File: src/hw/rtl/tib_pkg.sv
// ============================================================================
// tib_pkg
// Shared types, constants and the control program of the TLB invalidate
// batcher.
// ============================================================================
package tib_pkg;

    localparam int MAX_RANGES = 16;
    localparam int COST_LIMIT = 64;
    localparam int IDX_W      = (MAX_RANGES > 1) ? $clog2(MAX_RANGES) : 1;
    localparam int CNT_W      = $clog2(MAX_RANGES + 1);
    localparam int PAGES_W    = 7;
    localparam int SHIFT_W    = 5;
    localparam int ADDR_W     = 64;
    localparam int COST_W     = 8;

    typedef logic [1:0] t_cmd;
    localparam t_cmd CMD_CLEAR  = 2'd0;
    localparam t_cmd CMD_ADD    = 2'd1;
    localparam t_cmd CMD_COMMIT = 2'd2;
    localparam t_cmd CMD_UNUSED = 2'd3;

    typedef logic [1:0] t_action;
    localparam t_action ACT_INVAL  = 2'd0;
    localparam t_action ACT_RELOAD = 2'd1;
    localparam t_action ACT_TOGGLE = 2'd2;
    localparam t_action ACT_NONE   = 2'd3;

    typedef struct packed {
        logic [ADDR_W-1:0]  start;
        logic [PAGES_W-1:0] pages;
        logic [SHIFT_W-1:0] shift;
    } t_range;

    typedef logic [3:0] t_step;
    localparam t_step ST_IDLE   = 4'd0;
    localparam t_step ST_ADD    = 4'd1;
    localparam t_step ST_COMMIT = 4'd2;
    localparam t_step ST_FETCH  = 4'd3;
    localparam t_step ST_LOAD   = 4'd4;
    localparam t_step ST_EMIT   = 4'd5;
    localparam t_step ST_NEXT   = 4'd6;
    localparam t_step ST_CLEAR  = 4'd7;
    localparam t_step ST_SINGLE = 4'd8;

    typedef enum logic [2:0] {
        OP_NONE   = 3'd0,
        OP_ADD    = 3'd1,
        OP_CSTART = 3'd2,
        OP_LOAD   = 3'd3,
        OP_EMIT   = 3'd4,
        OP_NEXT   = 3'd5,
        OP_CLEAR  = 3'd6,
        OP_SINGLE = 3'd7
    } t_op;

    typedef enum logic [1:0] {
        BR_NEXT     = 2'd0,
        BR_GOTO     = 2'd1,
        BR_COND     = 2'd2,
        BR_DISPATCH = 2'd3
    } t_br;

    typedef enum logic [1:0] {
        COND_SINGLE      = 2'd0,
        COND_NOPAGE      = 2'd1,
        COND_MORE_PAGES  = 2'd2,
        COND_MORE_RANGES = 2'd3
    } t_cond;

    typedef enum logic {
        RD_LAST = 1'b0,
        RD_IDX  = 1'b1
    } t_rd_sel;

    typedef struct packed {
        logic    accept;
        logic    emit;
        t_op     op;
        t_rd_sel rd_sel;
        t_br     br;
        t_cond   cond;
        t_step   target;
    } t_cword;

    typedef struct packed {
        logic    fire;
        t_op     op;
        t_rd_sel rd_sel;
    } t_ctrl;

    typedef struct packed {
        logic out_free;
        logic single;
        logic nopage;
        logic more_pages;
        logic more_ranges;
    } t_status;

    function automatic t_cword ucode_rom(input t_step step);
        t_cword cw;
        cw = '{accept: 1'b0, emit: 1'b0, op: OP_NONE, rd_sel: RD_LAST,
               br: BR_GOTO, cond: COND_SINGLE, target: ST_IDLE};
        case (step)
            ST_IDLE: begin
                cw.accept = 1'b1;
                cw.br     = BR_DISPATCH;
            end
            ST_ADD: begin
                cw.op = OP_ADD;
            end
            ST_COMMIT: begin
                cw.op     = OP_CSTART;
                cw.br     = BR_COND;
                cw.cond   = COND_SINGLE;
                cw.target = ST_SINGLE;
            end
            ST_FETCH: begin
                cw.rd_sel = RD_IDX;
                cw.br     = BR_NEXT;
            end
            ST_LOAD: begin
                cw.op     = OP_LOAD;
                cw.br     = BR_COND;
                cw.cond   = COND_NOPAGE;
                cw.target = ST_NEXT;
            end
            ST_EMIT: begin
                cw.emit   = 1'b1;
                cw.op     = OP_EMIT;
                cw.br     = BR_COND;
                cw.cond   = COND_MORE_PAGES;
                cw.target = ST_EMIT;
            end
            ST_NEXT: begin
                cw.op     = OP_NEXT;
                cw.br     = BR_COND;
                cw.cond   = COND_MORE_RANGES;
                cw.target = ST_FETCH;
            end
            ST_CLEAR: begin
                cw.op = OP_CLEAR;
            end
            ST_SINGLE: begin
                cw.emit   = 1'b1;
                cw.op     = OP_SINGLE;
                cw.target = ST_CLEAR;
            end
            default: begin
                cw.target = ST_IDLE;
            end
        endcase
        return cw;
    endfunction

endpackage

File: src/hw/rtl/tib_ram.sv
// ============================================================================
// tib_ram
// Generic single-write, single-read RAM with a registered read port.
// ============================================================================
module tib_ram #(
    parameter int WIDTH = 8,
    parameter int DEPTH = 16
) (
    input  logic                     i_clk,
    input  logic                     i_we,
    input  logic [$clog2(DEPTH)-1:0] i_waddr,
    input  logic [WIDTH-1:0]         i_wdata,
    input  logic [$clog2(DEPTH)-1:0] i_raddr,
    output logic [WIDTH-1:0]         o_rdata
);

    logic [WIDTH-1:0] r_mem [DEPTH];
    logic [WIDTH-1:0] r_rdata;

    always_ff @(posedge i_clk) begin
        if (i_we) begin
            r_mem[i_waddr] <= i_wdata;
        end
        r_rdata <= r_mem[i_raddr];
    end

    assign o_rdata = r_rdata;

endmodule

File: src/hw/rtl/tib_sequencer.sv
// ============================================================================
// tib_sequencer
// Step counter and control store; fetches one control word per step and
// resolves dispatch and conditional jumps.
// ============================================================================
module tib_sequencer (
    input  logic             i_clk,
    input  logic             i_rst_n,
    input  logic             i_in_valid,
    input  tib_pkg::t_cmd    i_cmd,
    input  tib_pkg::t_status i_status,
    output tib_pkg::t_ctrl   o_ctrl,
    output logic             o_in_ready
);
    import tib_pkg::*;

    t_step  r_step;
    t_step  n_step;
    t_cword w_cw;
    logic   w_fire;
    logic   w_cond;

    always_comb begin
        w_cw   = ucode_rom(r_step);
        w_fire = !(w_cw.emit && !i_status.out_free);
        unique case (w_cw.cond)
            COND_SINGLE:      w_cond = i_status.single;
            COND_NOPAGE:      w_cond = i_status.nopage;
            COND_MORE_PAGES:  w_cond = i_status.more_pages;
            COND_MORE_RANGES: w_cond = i_status.more_ranges;
            default:          w_cond = 1'b0;
        endcase
        n_step = r_step;
        if (w_fire) begin
            unique case (w_cw.br)
                BR_NEXT: n_step = r_step + t_step'(1);
                BR_GOTO: n_step = w_cw.target;
                BR_COND: n_step = w_cond ? w_cw.target : r_step + t_step'(1);
                BR_DISPATCH: begin
                    if (i_in_valid) begin
                        unique case (i_cmd)
                            CMD_CLEAR:  n_step = ST_CLEAR;
                            CMD_ADD:    n_step = ST_ADD;
                            CMD_COMMIT: n_step = ST_COMMIT;
                            default:    n_step = ST_IDLE;
                        endcase
                    end
                end
                default: n_step = ST_IDLE;
            endcase
        end
    end

    always_ff @(posedge i_clk) begin
        if (!i_rst_n) begin
            r_step <= ST_IDLE;
        end else begin
            r_step <= n_step;
        end
    end

    assign o_in_ready = w_cw.accept;
    assign o_ctrl     = '{fire: w_fire, op: w_cw.op, rd_sel: w_cw.rd_sel};

endmodule

File: src/hw/rtl/tib_datapath.sv
// ============================================================================
// tib_datapath
// Batch registers, range store, page walker and output register, driven by
// the control word of the sequencer.
// ============================================================================
module tib_datapath (
    input  logic                           i_clk,
    input  logic                           i_rst_n,
    input  tib_pkg::t_ctrl                 i_ctrl,
    input  logic                           i_in_accept,
    input  logic [tib_pkg::ADDR_W-1:0]     i_vaddr,
    input  logic [tib_pkg::PAGES_W-1:0]    i_page_count,
    input  logic [tib_pkg::SHIFT_W-1:0]    i_page_shift,
    input  logic                           i_global_page,
    input  logic                           i_out_ready,
    output tib_pkg::t_status               o_status,
    output logic                           o_out_valid,
    output tib_pkg::t_action               o_action,
    output logic [tib_pkg::ADDR_W-1:0]     o_page_addr,
    output logic                           o_last
);
    import tib_pkg::*;

    logic [ADDR_W-1:0]  r_vaddr;
    logic [PAGES_W-1:0] r_pages;
    logic [SHIFT_W-1:0] r_shift;
    logic               r_glob;

    logic [CNT_W-1:0]   r_count;
    logic [COST_W-1:0]  r_cost;
    logic               r_full;
    logic               r_fglob;
    logic [PAGES_W-1:0] r_total;
    logic [IDX_W-1:0]   r_idx;
    logic [PAGES_W-1:0] r_emitted;

    logic [ADDR_W-1:0]  r_cur;
    logic [PAGES_W-1:0] r_left;
    logic [SHIFT_W-1:0] r_cshift;

    logic               r_out_valid;
    t_action            r_out_action;
    logic [ADDR_W-1:0]  r_out_addr;
    logic               r_out_last;

    t_range             w_rd;
    t_range             w_wr;
    logic [IDX_W-1:0]   w_raddr;
    logic [IDX_W-1:0]   w_last_idx;
    logic [IDX_W-1:0]   w_waddr;
    logic               w_we;
    logic [PAGES_W-1:0] w_cost;
    logic [COST_W:0]    w_sum;
    logic [COST_W-1:0]  w_cost_new;
    logic               w_over;
    logic [ADDR_W-1:0]  w_end;
    logic               w_merge;
    logic               w_room;
    logic               w_out_free;
    logic               w_do;

    assign w_do       = i_ctrl.fire;
    assign w_out_free = !r_out_valid || i_out_ready;
    assign w_last_idx = IDX_W'(r_count - CNT_W'(1));
    assign w_raddr    = (i_ctrl.rd_sel == RD_IDX) ? r_idx : w_last_idx;

    always_comb begin
        w_cost     = (r_pages == '0) ? PAGES_W'(1) : r_pages;
        w_sum      = {1'b0, r_cost} + (COST_W + 1)'(w_cost);
        w_cost_new = (w_sum > (COST_W + 1)'(255)) ? COST_W'(255) : w_sum[COST_W-1:0];
        w_over     = w_cost_new > COST_W'(COST_LIMIT);
        w_end      = w_rd.start + (ADDR_W'(w_rd.pages) << w_rd.shift);
        w_merge    = (r_count != '0) && (w_end == r_vaddr) && (w_rd.shift == r_shift);
        w_room     = r_count < CNT_W'(MAX_RANGES);
        w_we       = w_do && (i_ctrl.op == OP_ADD) && !r_full && !w_over
                     && (w_merge || w_room);
        w_waddr    = w_merge ? w_last_idx : IDX_W'(r_count);
        if (w_merge) begin
            w_wr = '{start: w_rd.start, pages: w_rd.pages + r_pages, shift: w_rd.shift};
        end else begin
            w_wr = '{start: r_vaddr, pages: r_pages, shift: r_shift};
        end
    end

    tib_ram #(
        .WIDTH ($bits(t_range)),
        .DEPTH (MAX_RANGES)
    ) u_ranges (
        .i_clk   (i_clk),
        .i_we    (w_we),
        .i_waddr (w_waddr),
        .i_wdata (w_wr),
        .i_raddr (w_raddr),
        .o_rdata (w_rd)
    );

    always_ff @(posedge i_clk) begin
        if (i_in_accept) begin
            r_vaddr <= i_vaddr;
            r_pages <= i_page_count;
            r_shift <= i_page_shift;
            r_glob  <= i_global_page;
        end
        if (w_do && i_ctrl.op == OP_LOAD) begin
            r_cur    <= w_rd.start;
            r_left   <= w_rd.pages;
            r_cshift <= w_rd.shift;
        end
        if (w_do && i_ctrl.op == OP_EMIT) begin
            r_cur  <= r_cur + (ADDR_W'(1) << r_cshift);
            r_left <= r_left - PAGES_W'(1);
        end
        if (w_do && i_ctrl.op == OP_EMIT) begin
            r_out_action <= ACT_INVAL;
            r_out_addr   <= r_cur;
            r_out_last   <= (r_emitted + PAGES_W'(1)) == r_total;
        end else if (w_do && i_ctrl.op == OP_SINGLE) begin
            r_out_action <= r_full ? (r_fglob ? ACT_TOGGLE : ACT_RELOAD) : ACT_NONE;
            r_out_addr   <= '0;
            r_out_last   <= 1'b1;
        end
    end

    always_ff @(posedge i_clk) begin
        if (!i_rst_n) begin
            r_count     <= '0;
            r_cost      <= '0;
            r_full      <= 1'b0;
            r_fglob     <= 1'b0;
            r_total     <= '0;
            r_idx       <= '0;
            r_emitted   <= '0;
            r_out_valid <= 1'b0;
        end else begin
            if (w_do && (i_ctrl.op == OP_EMIT || i_ctrl.op == OP_SINGLE)) begin
                r_out_valid <= 1'b1;
            end else if (i_out_ready) begin
                r_out_valid <= 1'b0;
            end
            if (w_do) begin
                case (i_ctrl.op)
                    OP_ADD: begin
                        if (!r_full) begin
                            r_fglob <= r_glob;
                            r_cost  <= w_cost_new;
                            if (w_over) begin
                                r_full <= 1'b1;
                            end else if (w_merge) begin
                                r_total <= r_total + r_pages;
                            end else if (w_room) begin
                                r_count <= r_count + CNT_W'(1);
                                r_total <= r_total + r_pages;
                            end else begin
                                r_full <= 1'b1;
                            end
                        end
                    end
                    OP_CSTART: begin
                        r_idx     <= '0;
                        r_emitted <= '0;
                    end
                    OP_EMIT: begin
                        r_emitted <= r_emitted + PAGES_W'(1);
                    end
                    OP_NEXT: begin
                        r_idx <= r_idx + IDX_W'(1);
                    end
                    OP_CLEAR: begin
                        r_count <= '0;
                        r_cost  <= '0;
                        r_full  <= 1'b0;
                        r_fglob <= 1'b0;
                        r_total <= '0;
                    end
                    default: begin
                    end
                endcase
            end
        end
    end

    assign o_status = '{
        out_free:    w_out_free,
        single:      r_full || (r_total == '0),
        nopage:      w_rd.pages == '0,
        more_pages:  r_left != PAGES_W'(1),
        more_ranges: (CNT_W'(r_idx) + CNT_W'(1)) != r_count
    };

    assign o_out_valid = r_out_valid;
    assign o_action    = r_out_action;
    assign o_page_addr = r_out_addr;
    assign o_last      = r_out_last;

endmodule

File: src/hw/rtl/tlb_invalidate_batcher_unit.sv
// ============================================================================
// tlb_invalidate_batcher_unit
// Collects TLB invalidation ranges into a batch and, on commit, streams out
// one full-flush or no-op action, or one invalidate per page.
// ============================================================================
// Commands are taken one at a time. A clear runs the clear step, and an add
// runs the add step, which does one read-modify-write of the range store.
// A commit runs the commit step, then for each stored range a fetch, a load
// and a next step that read it from the range store and step past it, plus
// one emit step per page emitted, and the clear step to clear the batch at
// the end; a full flush or an empty batch runs only the commit, single and
// clear steps, its single result coming from the single step.
// The output register holds a result until it is taken, and the program
// stops while it is full.
module tlb_invalidate_batcher_unit (
    input  logic        i_clk,
    input  logic        i_rst_n,
    input  logic        s_axis_tvalid,
    output logic        s_axis_tready,
    // tdata: vaddr[63:0], page_count[70:64], page_shift[75:71],
    // global_page[76], zero[79:77]
    input  logic [79:0] s_axis_tdata,
    // tuser: cmd[1:0]
    input  logic [1:0]  s_axis_tuser,
    output logic        m_axis_tvalid,
    input  logic        m_axis_tready,
    // tdata: page_addr[63:0]
    output logic [63:0] m_axis_tdata,
    // tuser: action[1:0]
    output logic [1:0]  m_axis_tuser,
    output logic        m_axis_tlast
);
    import tib_pkg::*;

    t_ctrl   w_ctrl;
    t_status w_status;
    logic    w_in_ready;
    logic    w_in_accept;

    assign w_in_accept   = s_axis_tvalid && w_in_ready;
    assign s_axis_tready = w_in_ready;

    tib_sequencer u_seq (
        .i_clk      (i_clk),
        .i_rst_n    (i_rst_n),
        .i_in_valid (s_axis_tvalid),
        .i_cmd      (s_axis_tuser),
        .i_status   (w_status),
        .o_ctrl     (w_ctrl),
        .o_in_ready (w_in_ready)
    );

    tib_datapath u_dp (
        .i_clk         (i_clk),
        .i_rst_n       (i_rst_n),
        .i_ctrl        (w_ctrl),
        .i_in_accept   (w_in_accept),
        .i_vaddr       (s_axis_tdata[63:0]),
        .i_page_count  (s_axis_tdata[70:64]),
        .i_page_shift  (s_axis_tdata[75:71]),
        .i_global_page (s_axis_tdata[76]),
        .i_out_ready   (m_axis_tready),
        .o_status      (w_status),
        .o_out_valid   (m_axis_tvalid),
        .o_action      (m_axis_tuser),
        .o_page_addr   (m_axis_tdata),
        .o_last        (m_axis_tlast)
    );

endmodule
File: config.mk
export PLATFORM = sky130hd
export DESIGN_NAME = tlb_invalidate_batcher_unit
export DESIGN_NICKNAME = d
export VERILOG_FILES = /design/src/hw/rtl/tib_pkg.sv /design/src/hw/rtl/tib_ram.sv /design/src/hw/rtl/tib_sequencer.sv /design/src/hw/rtl/tib_datapath.sv /design/src/hw/rtl/tlb_invalidate_batcher_unit.sv
export SDC_FILE = /design/constraint.sdc
export NUM_CORES = 2
export LEC_CHECK = 0
export ABC_AREA = 0
export ABC_CLOCK_PERIOD_IN_PS = 14300
export BUFFER_PORTS_ARGS = -buffer_cell sky130_fd_sc_hd__buf_2
export CAP_MARGIN = 20
export CORE_UTILIZATION = 65
export CTS_BUF_LIST = sky130_fd_sc_hd__clkbuf_4
export CTS_CLUSTER_DIAMETER = 150
export DETAILED_ROUTE_END_ITERATION = 16
export HOLD_SLACK_MARGIN = 0.05
export PLACE_DENSITY = 0.82
export SYNTH_ARGS = -nofsm -noshare
export SYNTH_HDL_FRONTEND = slang
export SYNTH_HIERARCHICAL = 1
export SYNTH_SLANG_ARGS = --single-unit
File: constraint.sdc
create_clock -name i_clk -period 14.3 [get_ports i_clk]
set_input_delay 0.715 -clock i_clk [delete_from_list [all_inputs] [get_ports i_clk]]
set_output_delay 0.715 -clock i_clk [all_outputs]
set_load 0.02 [all_outputs]
==> results.md <==
* Status: finished clean
* Worst setup SP type: flip-flop
* CTS Sinks at 1550
* Setup TNS at 0 ns
* Slew headroom at 0.2279
* Yosys warning count at 6
* Final core occ at 0.7335
* Final Skew at 0.1117 ns
* Root buffer cell: clkbuf_4
* First-pass GRT wire length at 261600 um
* Mapped Cells at 4163
* Tmin final at 9.987 ns
* Dpl hpwl at 107600 um
* Synthesized area per cell at 16.09 um^2
* Vias in the first global route at 41860
* Fmax at 0.1001 GHz
* CP endpoint kind: flip-flop
* Max IR drop VDD at 237.4 uV
* RSZ-0062 raised after global routing: no
* Slew @ Worst Pin at 1.158 ns
* Register area share after synthesis at 0.6774
* Drt initial violations at 5423
* Initial Util at 0.6566
* GRT overflow at 0
* Predominant post-synthesis flop cell: edfxtp_1
* Clk slew on worst S/H paths at 0.07 ns
* Initial antenna violation count at 1
* Setup WS pre-CTS at 4.265 ns
* WP data required at 15.04 ns
* Post-synth cell types at 101
* ANT nets after route at 0
* Area of the die at 104400 um^2
* Max-Cap Viols at 0
* Vias at 41720
* Commonest non-fill, non-tap cells in the layout: edfxtp_1 (1434), clkbuf_4 (586), nand2_1 (312)
* Fin Hold WS at 0.1955 ns
* Post-synth EDFFs at 1434
* Reg area at 45380 um^2
* Die Y at 323.0 um
* Layout area overhead at 11.71%
* Final WS setup at 4.313 ns
* Total GRT Usage at 0.3473
* Multi-input logic area at 20590 um^2
* Filler cells at 6069
* Cell Area, Synth at 67000 um^2
* Skew-Pair Late Insertion Delay at 1.22 ns
* Post-Route WL at 178700 um
* Power per cell area at 214.6 nW/um^2
* Critical path arrival at 10.73 ns
* Global placer's final weighted congestion at 1.025
* CTS Buffer Depth at 4
* Share of flip-flops with an asynchronous set or reset at 0
* Die width at 323.0 um
* Final hold vios at 0
* Core area at 102000 um^2
* Synth Register Bits at 1550
* Nets at 4829
* CP max FO at 44
* Total power at 0.01606 W
* Placement row count at 117
* Routed WL per cell at 28.40 um
* DRT Pass-1 Iters at 8
* Commonest non-fill, non-tap cell in the layout: edfxtp_1
* Final period util at 0.6984
* Final setup viols at 0
* Layout cells sized above 1 at 0.2614
* IO Port Bufs at 151
* Synthesized Nets at 4355
* # IOs at 155
* CTS buffer count at 386
* DRC violations left at 0
* H-tree depth at 5
* Lkg Pwr at 26.21 nW
* Crit Path Class: reg2reg
* Largest net degree at the start of global routing at 90
* Vias per inst at 6.630
* Tightest Hold Check Type: in2reg
* CTS tree: yes
* Max Slew Vio Count at 0
[routing by layer]
layer	share of wire	GRT usage	up-vias
li1	-	-	17730
met1	0.37	0.4686	20810
met2	0.48	0.5552	2761
met3	0.11	0.07213	421
met4	0.039	0.1487	0
met5	0	0	-
[repair_timing]
item                                   CTS  global route
hold buffers                            85             0
resized for setup                        0             0
endpoints found under the hold margin  115             0
setup buffers                            0             0
[flip-flops by register name, summed over array words and instances (netlist names), 2 cells and up]
| signal | flops |
|---|---|
| u_dp/o_action | 2 |
| u_dp/o_page_addr | 64 |
| u_dp/r_cost | 8 |
| u_dp/r_count | 5 |
| u_dp/r_cshift | 5 |
| u_dp/r_cur | 64 |
| u_dp/r_emitted | 7 |
| u_dp/r_idx | 4 |
| u_dp/r_left | 7 |
| u_dp/r_pages | 7 |
| u_dp/r_shift | 5 |
| u_dp/r_total | 7 |
| u_dp/r_vaddr | 64 |
| u_dp/u_ranges/o_rdata | 76 |
| u_dp/u_ranges/r_mem | 1216 |
| u_seq/r_step | 4 |
[worst max-delay path: stages (launching register included)]
cell       delay [ns]
dfxtp_1          0.70
mux2_2           0.43
nand2_1          0.07
o21ai_0          0.11
o21ai_0          0.54
nor2_1           0.12
ha_1             0.42
a21oi_1          0.33
o21ai_1          0.25
a2111oi_0        0.61
nand4_1          0.19
nor4_1           0.33
nand4_1          0.12
a2111oi_0        0.87
nand4_1          0.28
nor2_2           0.43
nand3_4          0.62
xnor2_1          0.89
nand2b_1         0.41
nor2_4           0.43
buf_4            0.53
buf_4            0.82
[through the flow]
step	instance area, um^2	instances
floorplan	67000	4163
global placement	69080	5529
detailed placement	69080	5529
CTS	74790	6288
global route	74840	6292
finish	74840	6292
[final timing paths]
check | start | to | slack [ns] | cells after the start
worst max-delay path | u_dp/u_ranges/o_rdata[0] | u_dp/u_ranges/r_mem[5][24] | 4.31 | 21
worst min-delay path | s_axis_tdata[28] | u_dp/r_vaddr[28] | 0.20 | 2
worst max register to register | u_dp/u_ranges/o_rdata[0] | u_dp/u_ranges/r_mem[5][24] | 4.31 | 21
worst min register to register | u_dp/r_fglob | u_dp/o_action[0] | 0.45 | 1
[synth_stat cells (49+ instances only)]
master / count / area [um^2]
a21o_1: 49 / 367.9
o21ai_0: 158 / 790.8
ha_1: 101 / 1264
xnor2_1: 121 / 1060
mux4_2: 304 / 6847
and3_1: 80 / 500.5
inv_1: 51 / 191.4
clkbuf_1: 112 / 420.4
mux2_2: 78 / 878.3
dfxtp_1: 116 / 2322
a22oi_1: 159 / 1194
buf_2: 51 / 255.2
nor2_1: 206 / 773.2
nand3_1: 57 / 285.3
nand2_1: 313 / 1175
edfxtp_1: 1434 / 43060
a21oi_1: 108 / 540.5
xor2_1: 62 / 543.0
nand4_1: 59 / 369.1
[report_power, final]
part           total, W  internal, W  switching, W
sequential      0.00644      0.00580      0.000635
clock           0.00366      0.00193       0.00173
combinational   0.00596      0.00222       0.00374
[cell families (layout without fill, tap and decap cells)]
| family | Yosys count | in the layout | synth area share |
|---|---|---|---|
| adders and majority gates | 106 | 106 | 0.02036 |
| other | 0 | 1 | 0 |
| xor gates and xnor gates | 184 | 184 | 0.02426 |
| muxes | 409 | 409 | 0.1194 |
| and+or+nand+nor | 974 | 974 | 0.07226 |
| AOI/OAI and AO/OA | 677 | 677 | 0.06796 |
| DFF | 1550 | 1550 | 0.6774 |
| buffers and inverters | 263 | 1023 | 0.01834 |
[layout make-up]
type,instances,share of cell area
inverter,51,0.002558
clock buffer,586,0.05878
multi-input combinational,2350,0.2751
sequential,1550,0.6064
tap,1368,0.02287
clock inverter,88,0.006202
antenna,1,0.00003344
timing repair buffer,298,0.02807
Note: power is estimated with default switching activity, not from simulation.
